--- src/sv/tsc_pkg.sv ---
// Package for the two-sided CUSUM detector: widths, reset values, codes and
// the structs passed between the front, the queue, the back end and the divider.
// No dependencies.
package tsc_pkg;

   // default fraction width of the Q format
   localparam int FRAC_BITS_DEF = 16;
   // entries in the queue between front and back
   localparam int QUEUE_DEPTH_DEF = 2;

   // field widths
   localparam int WORD_W = 32;
   localparam int SUM_W = 31;
   localparam int DIFF_W = 33;
   localparam int DIV_MAG_W = 32;
   localparam int DIV_DEN_W = 32;
   localparam int CSR_ADDR_W = 2;

   localparam logic [SUM_W-1:0] SUM_MAX = '1;
   localparam logic [WORD_W-1:0] COUNT_MAX = '1;

   // register reset values
   localparam logic [WORD_W-1:0] MEAN_REF_RST = 32'd0;
   localparam logic [SUM_W-1:0] PROCESS_SIGMA_RST = 31'd65536;
   localparam logic [SUM_W-1:0] DECISION_LIMIT_RST = 31'd327680;
   localparam logic [WORD_W-1:0] SHIFT_TO_DETECT_RST = 32'd65536;

   // register indexes on the configuration port
   typedef enum logic [CSR_ADDR_W-1:0] {
      REG_MEAN_REF = 2'd0,
      REG_PROCESS_SIGMA = 2'd1,
      REG_DECISION_LIMIT = 2'd2,
      REG_SHIFT_TO_DETECT = 2'd3
   } tsc_reg_type;

   // request codes
   localparam logic REQ_SAMPLE = 1'b0;
   localparam logic REQ_CLEAR = 1'b1;

   // status codes
   localparam logic STATUS_OK = 1'b0;
   localparam logic STATUS_SIGMA_ZERO = 1'b1;

   // operation decided by the front
   typedef enum logic [1:0] {
      OP_SAMPLE = 2'd0,
      OP_CLEAR = 2'd1,
      OP_ERROR = 2'd2
   } tsc_op_type;

   typedef struct packed {
      tsc_op_type op;
      logic signed [DIFF_W-1:0] diff;
   } tsc_entry_type;

   typedef struct packed {
      logic signed [WORD_W-1:0] mean_ref;
      logic [SUM_W-1:0] process_sigma;
      logic [SUM_W-1:0] decision_limit;
      logic signed [WORD_W-1:0] shift_to_detect;
   } tsc_cfg_type;

   typedef struct packed {
      logic start;
      logic signed [DIFF_W-1:0] num;
      logic [DIV_DEN_W-1:0] den;
   } tsc_div_req_type;

   typedef struct packed {
      logic done;
      logic signed [WORD_W-1:0] quot;
   } tsc_div_rsp_type;

   // back-end sequencer
   typedef enum logic [2:0] {
      ST_IDLE,
      ST_Z_START,
      ST_Z_WAIT,
      ST_K_START,
      ST_K_WAIT,
      ST_SUM,
      ST_ALARM,
      ST_EMIT
   } tsc_state_type;

endpackage

--- src/sv/tsc_ifs.sv ---
// Channel interfaces of the CUSUM detector: request, response and register write.
// Depends on tsc_pkg.
interface tsc_req_if import tsc_pkg::*; ();
   logic valid;
   logic ready;
   logic req_type;
   logic signed [WORD_W-1:0] sample;

   modport source (output valid, req_type, sample, input ready);
   modport sink (input valid, req_type, sample, output ready);
endinterface

interface tsc_rsp_if import tsc_pkg::*; ();
   logic valid;
   logic ready;
   logic [SUM_W-1:0] upper_sum;
   logic [SUM_W-1:0] lower_sum;
   logic upper_alarm;
   logic lower_alarm;
   logic [WORD_W-1:0] sample_count;
   logic status;

   modport source (output valid, upper_sum, lower_sum, upper_alarm, lower_alarm,
      sample_count, status, input ready);
   modport sink (input valid, upper_sum, lower_sum, upper_alarm, lower_alarm,
      sample_count, status, output ready);
   modport monitor (input valid, ready, upper_sum, lower_sum, upper_alarm,
      lower_alarm, sample_count, status);
endinterface

interface tsc_csr_if import tsc_pkg::*; ();
   logic valid;
   logic ready;
   logic [CSR_ADDR_W-1:0] addr;
   logic [WORD_W-1:0] data;

   modport source (output valid, addr, data, input ready);
   modport sink (input valid, addr, data, output ready);
endinterface

--- src/sv/tsc_div.sv ---
// Bit-serial restoring divider: signed numerator scaled by 2^FRAC_BITS over an
// unsigned denominator, truncated toward zero and saturated to 32 bits.
// Depends on tsc_pkg.
module tsc_div import tsc_pkg::*; #(
   parameter int FRAC_BITS = FRAC_BITS_DEF
) (
   input  logic            clock,
   input  logic            reset,
   input  tsc_div_req_type div_req,
   output tsc_div_rsp_type div_rsp
);

   localparam int DIV_W = DIV_MAG_W + FRAC_BITS;
   localparam int CNT_W = $clog2(DIV_W + 1);

   logic busy_ff, busy_in;
   logic done_ff, done_in;
   logic [CNT_W-1:0] cnt_ff, cnt_in;
   logic [DIV_MAG_W:0] rem_ff, rem_in;
   logic [DIV_W-1:0] quo_ff, quo_in;
   logic neg_ff, neg_in;
   logic [DIV_DEN_W-1:0] den_ff, den_in;

   logic [DIV_MAG_W-1:0] mag;
   logic [DIV_MAG_W:0] rem_shift;
   logic rem_ge;
   logic quo_high;

   // magnitude of the numerator and one restoring step
   always_comb begin
      mag = DIV_MAG_W'(div_req.num[DIFF_W-1] ? -div_req.num : div_req.num);
      rem_shift = {rem_ff[DIV_MAG_W-1:0], quo_ff[DIV_W-1]};
      rem_ge = rem_shift >= {1'b0, den_ff};
   end

   // load on start, shift one quotient bit per cycle
   always_comb begin
      busy_in = busy_ff;
      done_in = 1'b0;
      cnt_in = cnt_ff;
      rem_in = rem_ff;
      quo_in = quo_ff;
      neg_in = neg_ff;
      den_in = den_ff;
      if (div_req.start) begin
         busy_in = 1'b1;
         cnt_in = CNT_W'(DIV_W);
         rem_in = '0;
         quo_in = {mag, FRAC_BITS'(0)};
         neg_in = div_req.num[DIFF_W-1];
         den_in = div_req.den;
      end else if (busy_ff) begin
         rem_in = rem_ge ? rem_shift - {1'b0, den_ff} : rem_shift;
         quo_in = {quo_ff[DIV_W-2:0], rem_ge};
         cnt_in = cnt_ff - 1'b1;
         if (cnt_ff == CNT_W'(1)) begin
            busy_in = 1'b0;
            done_in = 1'b1;
         end
      end
   end

   always_ff @(posedge clock) begin
      if (reset) begin
         busy_ff <= 1'b0;
         done_ff <= 1'b0;
      end else begin
         busy_ff <= busy_in;
         done_ff <= done_in;
      end
      cnt_ff <= cnt_in;
      rem_ff <= rem_in;
      quo_ff <= quo_in;
      neg_ff <= neg_in;
      den_ff <= den_in;
   end

   // saturate the signed quotient
   always_comb begin
      quo_high = |quo_ff[DIV_W-1:WORD_W-1];
      div_rsp.done = done_ff;
      if (neg_ff) begin
         div_rsp.quot = quo_high ? $signed({1'b1, {(WORD_W-1){1'b0}}})
                                 : -$signed({1'b0, quo_ff[WORD_W-2:0]});
      end else begin
         div_rsp.quot = quo_high ? $signed({1'b0, {(WORD_W-1){1'b1}}})
                                 : $signed({1'b0, quo_ff[WORD_W-2:0]});
      end
   end

endmodule

--- src/sv/tsc_front.sv ---
// Front of the CUSUM detector: accepts request words, classifies them and
// forms the centered sample, then offers them to the queue.
// Depends on tsc_pkg and tsc_ifs.
module tsc_front import tsc_pkg::*; (
   input  logic          clock,
   input  logic          reset,
   tsc_req_if.sink       req_chan,
   input  tsc_cfg_type   cfg,
   input  logic          queue_full,
   output logic          push,
   output tsc_entry_type push_entry
);

   logic front_valid_ff, front_valid_in;
   tsc_entry_type entry_ff, entry_in;
   logic accept;

   assign req_chan.ready = !front_valid_ff || !queue_full;
   assign accept = req_chan.valid && req_chan.ready;
   assign push = front_valid_ff && !queue_full;
   assign push_entry = entry_ff;

   // classify and center the sample
   always_comb begin
      if (req_chan.req_type == REQ_CLEAR) begin
         entry_in.op = OP_CLEAR;
      end else if (cfg.process_sigma == '0) begin
         entry_in.op = OP_ERROR;
      end else begin
         entry_in.op = OP_SAMPLE;
      end
      entry_in.diff = DIFF_W'(req_chan.sample) - DIFF_W'(cfg.mean_ref);
   end

   // hold the word until the queue takes it
   always_comb begin
      front_valid_in = front_valid_ff;
      if (accept) begin
         front_valid_in = 1'b1;
      end else if (push) begin
         front_valid_in = 1'b0;
      end
   end

   always_ff @(posedge clock) begin
      if (reset) begin
         front_valid_ff <= 1'b0;
      end else begin
         front_valid_ff <= front_valid_in;
      end
      if (accept) begin
         entry_ff <= entry_in;
      end
   end

endmodule

--- src/sv/tsc_fifo.sv ---
// Short queue of classified words between the front and the back end.
// Depends on tsc_pkg.
module tsc_fifo import tsc_pkg::*; #(
   parameter int DEPTH = QUEUE_DEPTH_DEF
) (
   input  logic          clock,
   input  logic          reset,
   input  logic          push,
   input  tsc_entry_type push_entry,
   input  logic          pop,
   output tsc_entry_type head,
   output logic          not_empty,
   output logic          full
);

   localparam int PTR_W = (DEPTH > 1) ? $clog2(DEPTH) : 1;
   localparam int CNT_W = $clog2(DEPTH + 1);

   tsc_entry_type slot_ff [DEPTH];
   logic [PTR_W-1:0] wr_ptr_ff, wr_ptr_in;
   logic [PTR_W-1:0] rd_ptr_ff, rd_ptr_in;
   logic [CNT_W-1:0] cnt_ff, cnt_in;

   assign not_empty = cnt_ff != '0;
   assign full = cnt_ff == CNT_W'(DEPTH);
   assign head = slot_ff[rd_ptr_ff];

   // advance pointers and occupancy
   always_comb begin
      wr_ptr_in = wr_ptr_ff;
      rd_ptr_in = rd_ptr_ff;
      cnt_in = cnt_ff;
      if (push) begin
         wr_ptr_in = (wr_ptr_ff == PTR_W'(DEPTH - 1)) ? '0 : wr_ptr_ff + 1'b1;
      end
      if (pop) begin
         rd_ptr_in = (rd_ptr_ff == PTR_W'(DEPTH - 1)) ? '0 : rd_ptr_ff + 1'b1;
      end
      if (push && !pop) begin
         cnt_in = cnt_ff + 1'b1;
      end else if (pop && !push) begin
         cnt_in = cnt_ff - 1'b1;
      end
   end

   always_ff @(posedge clock) begin
      if (reset) begin
         wr_ptr_ff <= '0;
         rd_ptr_ff <= '0;
         cnt_ff <= '0;
      end else begin
         wr_ptr_ff <= wr_ptr_in;
         rd_ptr_ff <= rd_ptr_in;
         cnt_ff <= cnt_in;
      end
      if (push) begin
         slot_ff[wr_ptr_ff] <= push_entry;
      end
   end

endmodule

--- src/sv/tsc_back.sv ---
// Back end of the CUSUM detector: sequences the two divisions, updates the
// sums, alarms and counter, and drives the response register.
// Depends on tsc_pkg, tsc_ifs and tsc_div.
module tsc_back import tsc_pkg::*; #(
   parameter int FRAC_BITS = FRAC_BITS_DEF
) (
   input  logic          clock,
   input  logic          reset,
   input  tsc_cfg_type   cfg,
   input  tsc_entry_type head,
   input  logic          not_empty,
   output logic          pop,
   tsc_rsp_if.source     rsp_chan
);

   localparam int ACC_W = WORD_W + 2;
   localparam logic signed [WORD_W-1:0] K_HALF = WORD_W'(1) << (FRAC_BITS - 1);

   tsc_state_type state_ff, state_in;

   logic signed [DIFF_W-1:0] diff_ff;
   logic status_ff;
   logic signed [WORD_W-1:0] z_ff;
   logic signed [WORD_W-1:0] k_ff;
   logic [SUM_W-1:0] upper_ff, upper_in;
   logic [SUM_W-1:0] lower_ff, lower_in;
   logic upper_alarm_ff, lower_alarm_ff;
   logic [WORD_W-1:0] count_ff;

   logic rsp_valid_ff, rsp_valid_in;
   logic [SUM_W-1:0] rsp_upper_ff, rsp_lower_ff;
   logic rsp_upper_alarm_ff, rsp_lower_alarm_ff;
   logic [WORD_W-1:0] rsp_count_ff;
   logic rsp_status_ff;

   tsc_div_req_type div_req;
   tsc_div_rsp_type div_rsp;

   logic load_entry, clear_state, cap_z, cap_k, upd_sum, upd_alarm, emit;
   logic out_free;
   logic signed [ACC_W-1:0] acc_up, acc_lo;

   tsc_div #(.FRAC_BITS(FRAC_BITS)) u_div (
      .clock   (clock),
      .reset   (reset),
      .div_req (div_req),
      .div_rsp (div_rsp)
   );

   assign out_free = !rsp_valid_ff || rsp_chan.ready;

   // next state
   always_comb begin
      state_in = state_ff;
      unique case (state_ff)
         ST_IDLE: begin
            if (not_empty) begin
               unique case (head.op)
                  OP_SAMPLE: state_in = ST_Z_START;
                  OP_CLEAR,
                  OP_ERROR: state_in = ST_EMIT;
                  default: state_in = ST_EMIT;
               endcase
            end
         end
         ST_Z_START: state_in = ST_Z_WAIT;
         ST_Z_WAIT: begin
            if (div_rsp.done) begin
               state_in = ST_K_START;
            end
         end
         ST_K_START: state_in = ST_K_WAIT;
         ST_K_WAIT: begin
            if (div_rsp.done) begin
               state_in = ST_SUM;
            end
         end
         ST_SUM: state_in = ST_ALARM;
         ST_ALARM: state_in = ST_EMIT;
         ST_EMIT: begin
            if (out_free) begin
               state_in = ST_IDLE;
            end
         end
         default: state_in = ST_IDLE;
      endcase
   end

   // sequencer outputs
   always_comb begin
      pop = 1'b0;
      load_entry = 1'b0;
      clear_state = 1'b0;
      cap_z = 1'b0;
      cap_k = 1'b0;
      upd_sum = 1'b0;
      upd_alarm = 1'b0;
      emit = 1'b0;
      div_req.start = 1'b0;
      div_req.num = diff_ff;
      div_req.den = {1'b0, cfg.process_sigma};
      unique case (state_ff)
         ST_IDLE: begin
            pop = not_empty;
            load_entry = not_empty;
            clear_state = not_empty && (head.op == OP_CLEAR);
         end
         ST_Z_START: div_req.start = 1'b1;
         ST_Z_WAIT: cap_z = div_rsp.done;
         ST_K_START: begin
            div_req.start = 1'b1;
            div_req.num = DIFF_W'(cfg.shift_to_detect);
            div_req.den = {cfg.process_sigma, 1'b0};
         end
         ST_K_WAIT: cap_k = div_rsp.done;
         ST_SUM: upd_sum = 1'b1;
         ST_ALARM: upd_alarm = 1'b1;
         ST_EMIT: emit = out_free;
         default: ;
      endcase
   end

   // add, then clamp to the sum range
   always_comb begin
      acc_up = ACC_W'($signed({1'b0, upper_ff})) + ACC_W'(z_ff) - ACC_W'(k_ff);
      acc_lo = ACC_W'($signed({1'b0, lower_ff})) - ACC_W'(z_ff) - ACC_W'(k_ff);
      if (acc_up[ACC_W-1]) begin
         upper_in = '0;
      end else if (acc_up[ACC_W-2:SUM_W] != '0) begin
         upper_in = SUM_MAX;
      end else begin
         upper_in = acc_up[SUM_W-1:0];
      end
      if (acc_lo[ACC_W-1]) begin
         lower_in = '0;
      end else if (acc_lo[ACC_W-2:SUM_W] != '0) begin
         lower_in = SUM_MAX;
      end else begin
         lower_in = acc_lo[SUM_W-1:0];
      end
   end

   // hold the response until taken
   always_comb begin
      rsp_valid_in = rsp_valid_ff;
      if (emit) begin
         rsp_valid_in = 1'b1;
      end else if (rsp_chan.ready) begin
         rsp_valid_in = 1'b0;
      end
   end

   always_ff @(posedge clock) begin
      if (reset) begin
         state_ff <= ST_IDLE;
         upper_ff <= '0;
         lower_ff <= '0;
         upper_alarm_ff <= 1'b0;
         lower_alarm_ff <= 1'b0;
         count_ff <= '0;
         rsp_valid_ff <= 1'b0;
      end else begin
         state_ff <= state_in;
         rsp_valid_ff <= rsp_valid_in;
         if (clear_state) begin
            upper_ff <= '0;
            lower_ff <= '0;
            upper_alarm_ff <= 1'b0;
            lower_alarm_ff <= 1'b0;
            count_ff <= '0;
         end
         if (upd_sum) begin
            upper_ff <= upper_in;
            lower_ff <= lower_in;
         end
         if (upd_alarm) begin
            upper_alarm_ff <= upper_ff > cfg.decision_limit;
            lower_alarm_ff <= lower_ff > cfg.decision_limit;
            if (count_ff != COUNT_MAX) begin
               count_ff <= count_ff + 1'b1;
            end
         end
      end
      if (load_entry) begin
         diff_ff <= head.diff;
         status_ff <= (head.op == OP_ERROR) ? STATUS_SIGMA_ZERO : STATUS_OK;
      end
      if (cap_z) begin
         z_ff <= div_rsp.quot;
      end
      // replace a reference value below one LSB by one half
      if (cap_k) begin
         k_ff <= (div_rsp.quot < WORD_W'(1)) ? K_HALF : div_rsp.quot;
      end
      if (emit) begin
         rsp_upper_ff <= upper_ff;
         rsp_lower_ff <= lower_ff;
         rsp_upper_alarm_ff <= upper_alarm_ff;
         rsp_lower_alarm_ff <= lower_alarm_ff;
         rsp_count_ff <= count_ff;
         rsp_status_ff <= status_ff;
      end
   end

   assign rsp_chan.valid = rsp_valid_ff;
   assign rsp_chan.upper_sum = rsp_upper_ff;
   assign rsp_chan.lower_sum = rsp_lower_ff;
   assign rsp_chan.upper_alarm = rsp_upper_alarm_ff;
   assign rsp_chan.lower_alarm = rsp_lower_alarm_ff;
   assign rsp_chan.sample_count = rsp_count_ff;
   assign rsp_chan.status = rsp_status_ff;

endmodule

--- src/sv/two_sided_cusum_detector_core.sv ---
// Two-sided tabular CUSUM detector. A sample's response waits on the shared bit-serial
// divider, which runs once for z and once for k; a clear or a sigma-zero word skips it.
// The back end works on one word at a time, while the front register and the queue
// let up to QUEUE_DEPTH+1 further words wait.
// Reset clears sums, alarms, counter, queue and handshakes and restores the defaults.
module two_sided_cusum_detector_core import tsc_pkg::*; #(
   parameter int FRAC_BITS = FRAC_BITS_DEF,
   parameter int QUEUE_DEPTH = QUEUE_DEPTH_DEF
) (
   input logic       clock,
   input logic       reset,
   tsc_req_if.sink   req_chan,
   tsc_rsp_if.source rsp_chan,
   tsc_csr_if.sink   csr_chan
);

   tsc_cfg_type cfg_ff;
   tsc_entry_type push_entry, head;
   logic push, pop, not_empty, queue_full;

   // registers are always writable
   assign csr_chan.ready = 1'b1;

   always_ff @(posedge clock) begin
      if (reset) begin
         cfg_ff.mean_ref <= MEAN_REF_RST;
         cfg_ff.process_sigma <= PROCESS_SIGMA_RST;
         cfg_ff.decision_limit <= DECISION_LIMIT_RST;
         cfg_ff.shift_to_detect <= SHIFT_TO_DETECT_RST;
      end else if (csr_chan.valid) begin
         unique case (tsc_reg_type'(csr_chan.addr))
            REG_MEAN_REF: cfg_ff.mean_ref <= csr_chan.data;
            REG_PROCESS_SIGMA: cfg_ff.process_sigma <= csr_chan.data[SUM_W-1:0];
            REG_DECISION_LIMIT: cfg_ff.decision_limit <= csr_chan.data[SUM_W-1:0];
            REG_SHIFT_TO_DETECT: cfg_ff.shift_to_detect <= csr_chan.data;
            default: ;
         endcase
      end
   end

   tsc_front u_front (
      .clock      (clock),
      .reset      (reset),
      .req_chan   (req_chan),
      .cfg        (cfg_ff),
      .queue_full (queue_full),
      .push       (push),
      .push_entry (push_entry)
   );

   tsc_fifo #(.DEPTH(QUEUE_DEPTH)) u_fifo (
      .clock      (clock),
      .reset      (reset),
      .push       (push),
      .push_entry (push_entry),
      .pop        (pop),
      .head       (head),
      .not_empty  (not_empty),
      .full       (queue_full)
   );

   tsc_back #(.FRAC_BITS(FRAC_BITS)) u_back (
      .clock     (clock),
      .reset     (reset),
      .cfg       (cfg_ff),
      .head      (head),
      .not_empty (not_empty),
      .pop       (pop),
      .rsp_chan  (rsp_chan)
   );

endmodule

--- src/flat_wrapper.sv ---
// flat-port wrapper written by rule: the top's interface ports become plain ports
module two_sided_cusum_detector_core_flat import tsc_pkg::*;
#(
   parameter int FRAC_BITS = FRAC_BITS_DEF,
   parameter int QUEUE_DEPTH = QUEUE_DEPTH_DEF
)
  (clock, reset, req_chan_valid, req_chan_req_type, req_chan_sample, req_chan_ready, rsp_chan_valid, rsp_chan_upper_sum, rsp_chan_lower_sum, rsp_chan_upper_alarm, rsp_chan_lower_alarm, rsp_chan_sample_count, rsp_chan_status, rsp_chan_ready, csr_chan_valid, csr_chan_addr, csr_chan_data, csr_chan_ready);
  tsc_req_if req_chan_i ();
  tsc_rsp_if rsp_chan_i ();
  tsc_csr_if csr_chan_i ();
  input logic clock;
  input logic reset;
  input wire logic [$bits(req_chan_i.valid)-1:0] req_chan_valid;
  input wire logic [$bits(req_chan_i.req_type)-1:0] req_chan_req_type;
  input wire logic [$bits(req_chan_i.sample)-1:0] req_chan_sample;
  output wire logic [$bits(req_chan_i.ready)-1:0] req_chan_ready;
  output wire logic [$bits(rsp_chan_i.valid)-1:0] rsp_chan_valid;
  output wire logic [$bits(rsp_chan_i.upper_sum)-1:0] rsp_chan_upper_sum;
  output wire logic [$bits(rsp_chan_i.lower_sum)-1:0] rsp_chan_lower_sum;
  output wire logic [$bits(rsp_chan_i.upper_alarm)-1:0] rsp_chan_upper_alarm;
  output wire logic [$bits(rsp_chan_i.lower_alarm)-1:0] rsp_chan_lower_alarm;
  output wire logic [$bits(rsp_chan_i.sample_count)-1:0] rsp_chan_sample_count;
  output wire logic [$bits(rsp_chan_i.status)-1:0] rsp_chan_status;
  input wire logic [$bits(rsp_chan_i.ready)-1:0] rsp_chan_ready;
  input wire logic [$bits(csr_chan_i.valid)-1:0] csr_chan_valid;
  input wire logic [$bits(csr_chan_i.addr)-1:0] csr_chan_addr;
  input wire logic [$bits(csr_chan_i.data)-1:0] csr_chan_data;
  output wire logic [$bits(csr_chan_i.ready)-1:0] csr_chan_ready;
  assign req_chan_i.valid = req_chan_valid;
  assign req_chan_i.req_type = req_chan_req_type;
  assign req_chan_i.sample = req_chan_sample;
  assign req_chan_ready = req_chan_i.ready;
  assign rsp_chan_valid = rsp_chan_i.valid;
  assign rsp_chan_upper_sum = rsp_chan_i.upper_sum;
  assign rsp_chan_lower_sum = rsp_chan_i.lower_sum;
  assign rsp_chan_upper_alarm = rsp_chan_i.upper_alarm;
  assign rsp_chan_lower_alarm = rsp_chan_i.lower_alarm;
  assign rsp_chan_sample_count = rsp_chan_i.sample_count;
  assign rsp_chan_status = rsp_chan_i.status;
  assign rsp_chan_i.ready = rsp_chan_ready;
  assign csr_chan_i.valid = csr_chan_valid;
  assign csr_chan_i.addr = csr_chan_addr;
  assign csr_chan_i.data = csr_chan_data;
  assign csr_chan_ready = csr_chan_i.ready;
  two_sided_cusum_detector_core #(.FRAC_BITS(FRAC_BITS), .QUEUE_DEPTH(QUEUE_DEPTH)) u_core (.clock(clock), .reset(reset), .req_chan(req_chan_i), .rsp_chan(rsp_chan_i), .csr_chan(csr_chan_i));
endmodule
--- config.mk ---
export PLATFORM = sky130hd
export DESIGN_NAME = two_sided_cusum_detector_core_flat
export DESIGN_NICKNAME = d
export VERILOG_FILES = /design/src/sv/tsc_pkg.sv /design/src/sv/tsc_ifs.sv /design/src/sv/tsc_div.sv /design/src/sv/tsc_front.sv /design/src/sv/tsc_fifo.sv /design/src/sv/tsc_back.sv /design/src/sv/two_sided_cusum_detector_core.sv /design/src/flat_wrapper.sv
export SDC_FILE = /design/constraint.sdc
export NUM_CORES = 2
export LEC_CHECK = 0
export CAP_MARGIN = 40
export CORE_MARGIN = 3
export CORE_UTILIZATION = 65
export CTS_CLUSTER_SIZE = 10
export DETAILED_ROUTE_END_ITERATION = 7
export DONT_BUFFER_PORTS = 1
export PLACE_DENSITY = 0.78
export SYNTH_ARGS = -nofsm -noshare
export SYNTH_HDL_FRONTEND = slang
export SYNTH_SLANG_ARGS = --single-unit
--- constraint.sdc ---
create_clock -name clock -period 6.8 [get_ports clock]
set_input_delay 0.34 -clock clock [delete_from_list [all_inputs] [get_ports clock]]
set_output_delay 0.34 -clock clock [all_outputs]
set_load 0.02 [all_outputs]
Word level (Yosys, flattened, before mapping)
Memories as Yosys holds them, arrays and structs flattened. A register that Yosys moved wholly into a read port is not among the register bits.
Cells that the tools add are included.
- memory bits (writable): 70
- input port bits: 72
- output and inout bits: 100
- memories kept: 1
- register bits: 582
- memories (name ; words ; bits a word ; read ports ; clocked after memory_dff ; wr ports ; RTL line ; RTL):
    u_core.u_fifo.slot_ff ; 2 ; 35 ; 1 ; 1 ; 1 ; tsc_fifo.sv:19 ; tsc_entry_type slot_ff [DEPTH];
- add/sub/neg operators: 14
- multiplexer cells: 53
- bitwise logic cells: 1
- reduce and logical (&&, ||, !) cells: 33
- $lt $le $gt $ge: 4
- equal/unequal tests: 19
- operators with widths (kind ; count):
    $mux 31 ; 8
    $mux 32 ; 7
    $mux 48 ; 2
    $sub 33x32->34 ; 2
    $sub 32x32->33 ; 2
    $mux 65 ; 1
    $gt 31x31->1 ; 2
    $add 32x32->33 ; 1
    $ge 33x32->1 ; 1
    $add 32x1->32 const B ; 1
    $lt 32x2->1 const B ; 1
    $ne 32x32->1 const B ; 1
    $neg 31->32 ; 1
    $neg 32->32 ; 1
    $sub 32x32->32 ; 1
    $logic_not 31->1 ; 1
    $mux 1 ; 26
    $pmux 3 s8 ; 1
    $reduce_bool 2->1 ; 9
    $reduce_or 17->1 ; 1
    $mux 3 ; 5
    $eq 3x3->1 const B ; 4
    $eq 2x2->1 const B ; 4
    $reduce_and 2->1 ; 4
    other kinds (20) ; 37

Logic depth before layout (Yosys ltp)
- depth in word-level cells: 7
- gate-level depth with buffers: 18

By module
A second synthesis with hierarchy kept.
- cells, all modules: 3680
- area, all modules: 37024.3 µm²
- by module, submodules not included (module ; area an instance (µm²) ; times used ; cells each):
    tsc_back ; 18034.8 ; 1 ; 1816
    tsc_div ; 8240.4 ; 1 ; 953
    two_sided_cusum_detector_core ; 4996.0 ; 1 ; 451
    tsc_front ; 3007.9 ; 1 ; 329
    tsc_fifo ; 2745.1 ; 1 ; 131

Least setup slack after synthesis
OpenSTA, ideal clock, no wires.
- path kind: reg2reg
- start point: register u_core.u_back.state_ff[1]
- end point: register u_core.u_back.rsp_lower_alarm_ff (netlist: u_core.u_back.rsp_chan.lower_alarm), enable pin
- path slack: 1.314 ns
- buffers on the path: 2
- data required time: 6.246 ns
- arrival: 4.932 ns
- period minus slack after synthesis: 5.486 ns
- setup time: 0.554 ns
- stages on the path, launching flop included: 5
- path through: dfxtp_1 -> buf_2 -> buf_1 -> nand3_1 -> nor2_1
- cells in the longest elaborated chain, start to end: 2
- ends and longest elaborated chain (element ; RTL line ; RTL):
    start, declared ; tsc_back.sv:19 ; tsc_state_type state_ff, state_in;
    start signal, assigned ; tsc_back.sv:163 ; state_ff <= state_in;
    $eq 3x3->1 ; tsc_back.sv:102 ; unique case (state_ff)
    $mux 1 ; tsc_back.sv:102 ;
    named net u_core.u_back.emit ; tsc_back.sv:39 ; logic load_entry, clear_state, cap_z, cap_k, upd_sum, upd_alarm, emit;
    end signal, assigned ; tsc_back.sv:199 ; rsp_lower_alarm_ff <= lower_alarm_ff;
    end, declared ; tsc_back.sv:32 ; logic rsp_upper_alarm_ff, rsp_lower_alarm_ff;
The timed path passes the listed nets, and every way through them passes these cells.
A chain may end at the register's enable or synchronous reset.

Final worst setup path
- start point: register u_core.u_back.z_ff[1]
- end point: register u_core.u_back.upper_ff[3]
- cells in the longest elaborated chain, start to end: 6
- ends and longest elaborated chain (element ; RTL line ; RTL):
    start, declared ; tsc_back.sv:23 ; logic signed [WORD_W-1:0] z_ff;
    start signal, assigned ; tsc_back.sv:189 ; z_ff <= div_rsp.quot;
    $add 32x32->33 * ; tsc_back.sv:125 ; acc_up = ACC_W'($signed({1'b0, upper_ff})) + ACC_W'(z_ff) - ACC_W'(k_ff);
    $sub 33x32->34 * ; tsc_back.sv:125 ;
    $reduce_bool 2->1 ; tsc_back.sv:129 ; end else if (acc_up[ACC_W-2:SUM_W] != '0) begin
    $mux 31 ; tsc_back.sv:129 ;
    $mux 31 * ; tsc_back.sv:127 ; if (acc_up[ACC_W-1]) begin
    $mux 31 * ; tsc_back.sv:172 ; if (upd_sum) begin
    end signal, assigned ; tsc_back.sv:173 ; upper_ff <= upper_in;
    end, declared ; tsc_back.sv:25 ; logic [SUM_W-1:0] upper_ff, upper_in;
Mark *: on every way between the ends. The rest lies on a longest branch, timed or not.

==> run summary <==
M3 GR Usage -> 0.0646
Core Area -> 54200 um^2
P&R area growth vs syn -> 9.27%
Reg-to-Reg Start -> u_core.u_back.z_ff[1]
final net count -> 4133
P_leak -> 15.6 nW
Slew HR -> 0.359
Combinational Power Share -> 0.303
startpoint types -> flip-flop
final core utilization -> 0.724
Synth async-reset ratio -> 0
EDFF count, synth -> 365
Final Hold Slack -> 32.6 ps
WL/cell -> 21.6 um
Root Buffer -> clkbuf_16
met1 usage in global routing -> 0.440
GRT overflow -> 0
Mean Syn Cell Area -> 9.45 um^2
die area -> 58100 um^2
crit end category -> flip-flop
IO Pins -> 172
hold buffer count at cts -> 37
synthesized cell area -> 35900 um^2
Via density -> 6.32
Synth Warn # -> 0
DP HPWL -> 71300 um
top_reg_cell synth -> edfxtp_1
setup violators final -> 0
starting DRC count in detailed routing -> 2580
Most Crowded Layer GR -> met2
cells taking the most area after synthesis -> edfxtp_1, dfxtp_1, ha_1
Setup Fix Bufs, Post-CTS -> 0
Post-Syn Nets -> 4140
CTS clk-pin slew, worst paths -> 50 ps
Post-Route WL -> 98600 um
number of remaining DRC errors -> 0
gpl congestion -> 0.981
clock network fraction of total power -> 0.290
filler cell count -> 3879
Worst Setup EP -> u_core.u_back.upper_ff[3]
FF-to-FF path depth -> 14
CTS sink cnt -> 653
Die Height -> 241 um
Final TNS setup -> 0 ps
IO buf count -> 0
Gates resized, CTS repair -> 0
Tot GR Track Use -> 0.336
post-layout min period -> 4730 ps
sequential fraction of design power -> 0.407
Slew @ Worst Pin -> 954 ps
worst-path fanout max -> 24
RR Endpoint -> u_core.u_back.upper_ff[3]
# rows -> 85
Psw -> 4.47 mW
Int Power -> 8.45 mW
Reg2Reg Setup Slack -> 2070 ps
die width -> 241 um
Power Dens Cells -> 329 nW/um^2
maximum vdd drop -> 0.000340 V
Hold Vio Cnt, Final -> 0
max cap viols -> 0
Netlist cell types -> 85
Sw Ratio -> 0.346
Syn Inst Count -> 3800
TritonRoute pass-1 iters -> 6
Synth Register Bits -> 653
share of the yosys chip area belonging to registers -> 0.466
Worst EP required -> 7290 ps
met2 Use GR -> 0.552
vias in the first global route -> 27700
overall via count from detail_route -> 28800
Initial Util -> 0.662
Setup Skew -> 20.2 ps
RSZ-0062 raised after global routing -> false
crit path DAT -> 5220 ps
Clock Latency Late Sink -> 620 ps
worst-case clock buffer depth -> 3
first-pass GRT wire length -> 153000 um
TritonCTS Buffers -> 76
kind of critical path -> reg -> reg
CTS tree -> done
min-delay worst type -> in -> reg
Fmax -> 0.211 GHz
Final period util -> 0.696
layout cells sized above 1 -> 0.0543
Pins Over Slew Limit -> 0
largest net degree at the start of global routing -> 161
status -> finished, final reports clean
post-synth top area cell -> edfxtp_1
total power -> 12.9 mW
top cell type's share of synthesized area -> 0.305
H-tree levels -> 3
Worst Setup SP -> u_core.u_back.z_ff[1]
Routed Antenna Nets -> 0
initial antenna violation count -> 9
worst hold path cell count -> 2
-- routing by layer --
metal	vias up	part of all wire
met4	2	0.045
met2	1380	0.47
met3	297	0.084
li1	13400	-
met5	-	0.000071
met1	13700	0.40
-- worst min-delay path by stage --
stage / slack [ps] / startpoint / end
floorplan: 400 / u_core.u_back.status_ff / u_core.u_back.rsp_chan.status
global placement: 420 / u_core.u_back.status_ff / u_core.u_back.rsp_chan.status
detailed placement: 420 / u_core.u_back.status_ff / u_core.u_back.rsp_chan.status
CTS: 7 / reset / u_core.u_back.lower_ff[29]
global route: 20 / reset / u_core.u_back.lower_ff[29]
finish: 30 / reset / u_core.u_back.lower_ff[29]
-- cell usage after synthesis, types with 30 or more instances --
cell type  count
a211oi_1      30
a21o_1        60
a21oi_1      307
a221o_1       30
a31oi_1       50
clkbuf_1     139
dfxtp_1      288
edfxtp_1     365
fa_1          64
ha_1         204
inv_1        318
mux2_2        38
mux2i_1       48
nand2_1      561
nand3_1       96
nand4_1       42
nor2_1       260
nor2b_1       38
nor3_1        73
o21a_1        37
o21ai_0      223
xnor2_1       91
xor2_1        54
-- cell type report --
cell class / count / area (um^2) / area share
well taps: 696 / 871 / 0.0222
clock inverters: 4 / 61.3 / 0.00156
inverters: 320 / 1200 / 0.0306
diodes: 10 / 25.0 / 0.000638
repair buffers: 80 / 749 / 0.0191
clock buffers: 133 / 2190 / 0.0558
flip-flops and latches: 653 / 16700 / 0.426
multi-input cells: 2662 / 17400 / 0.444
-- kinds of logic after synthesis --
| logic type | after synthesis | synth area share |
|---|---|---|
| muxes | 86 | 0.0253 |
| adders and majority gates | 268 | 0.107 |
| AOI/OAI and AO/OA | 909 | 0.158 |
| DFF | 653 | 0.466 |
| buffers and inverters | 485 | 0.0513 |
| and+or+nand+nor | 1252 | 0.158 |
| other | 2 | 0.000209 |
| xor gates and xnor gates | 145 | 0.0354 |
-- state kept, by name, summed over array words and instances, names as in the netlist, 2 cells and up, named ones only --
name                                 flops
u_core.u_back.state_ff                   3
u_core.u_back.lower_ff                  31
u_core.u_back.z_ff                      32
u_core.u_back.u_div.quo_ff              48
u_core.u_fifo.cnt_ff                     2
u_core.u_back.upper_ff                  31
u_core.u_back.u_div.rem_ff              32
u_core.u_back.rsp_chan.lower_sum        31
u_core.cfg_ff                          126
u_core.u_back.u_div.den_ff              32
u_core.u_back.rsp_chan.upper_sum        31
u_core.u_back.count_ff                  32
u_core.u_back.k_ff                      32
u_core.u_fifo.slot_ff                   70
u_core.u_back.diff_ff                   33
u_core.u_front.push_entry               35
u_core.u_back.u_div.cnt_ff               6
u_core.u_back.rsp_chan.sample_count     32
-- through the flow --
stage               setup WS (ps)  instance area, um^2  cells
detailed placement           2130                36600   4374
CTS                          2110                39200   4548
global placement             2280                36500   4365
floorplan                    1310                35900   3800
global route                 1850                39200   4554
finish                       2070                39200   4558
-- power by group through the flow --
| stage | clock network [mW] | registers (mW) | logic [mW] |
|---|---|---|---|
| finish | 3.74 | 5.26 | 3.91 |
| detailed placement | 0 | 5.32 | 3.75 |
| floorplan | 0 | 5.14 | 2.95 |
| global placement | 0 | 5.29 | 3.65 |
| CTS | 3.79 | 5.25 | 3.85 |
| global route | 3.96 | 5.31 | 4.32 |
-- cells in the final DEF, fill, tap and decap left out, types with 38 or more instances in the layout --
master,netlist,final
nand2_1,561,561
edfxtp_1,365,365
inv_1,318,318
a21oi_1,307,307
dfxtp_1,288,287
nor2_1,260,254
o21ai_0,223,223
ha_1,204,204
nand3_1,96,96
xnor2_1,91,91
clkbuf_16,0,78
nor3_1,73,71
fa_1,64,64
a21o_1,60,60
xor2_1,54,54
clkbuf_1,139,52
a31oi_1,50,49
mux2i_1,48,48
nand4_1,42,42
mux2_2,38,38
-- worst max-delay path, stage by stage, from the launching register on --
cell	delay, ps
edfxtp_1	380
inv_1	70
fa_1	520
fa_1	480
nand2b_1	190
a21oi_1	260
o221a_2	280
a311oi_2	190
a2111oi_0	680
o211ai_1	210
and3_1	230
nor3_2	490
nor3_2	80
buf_4	240
a221o_1	290
Power figures use the tool's default switching activity.
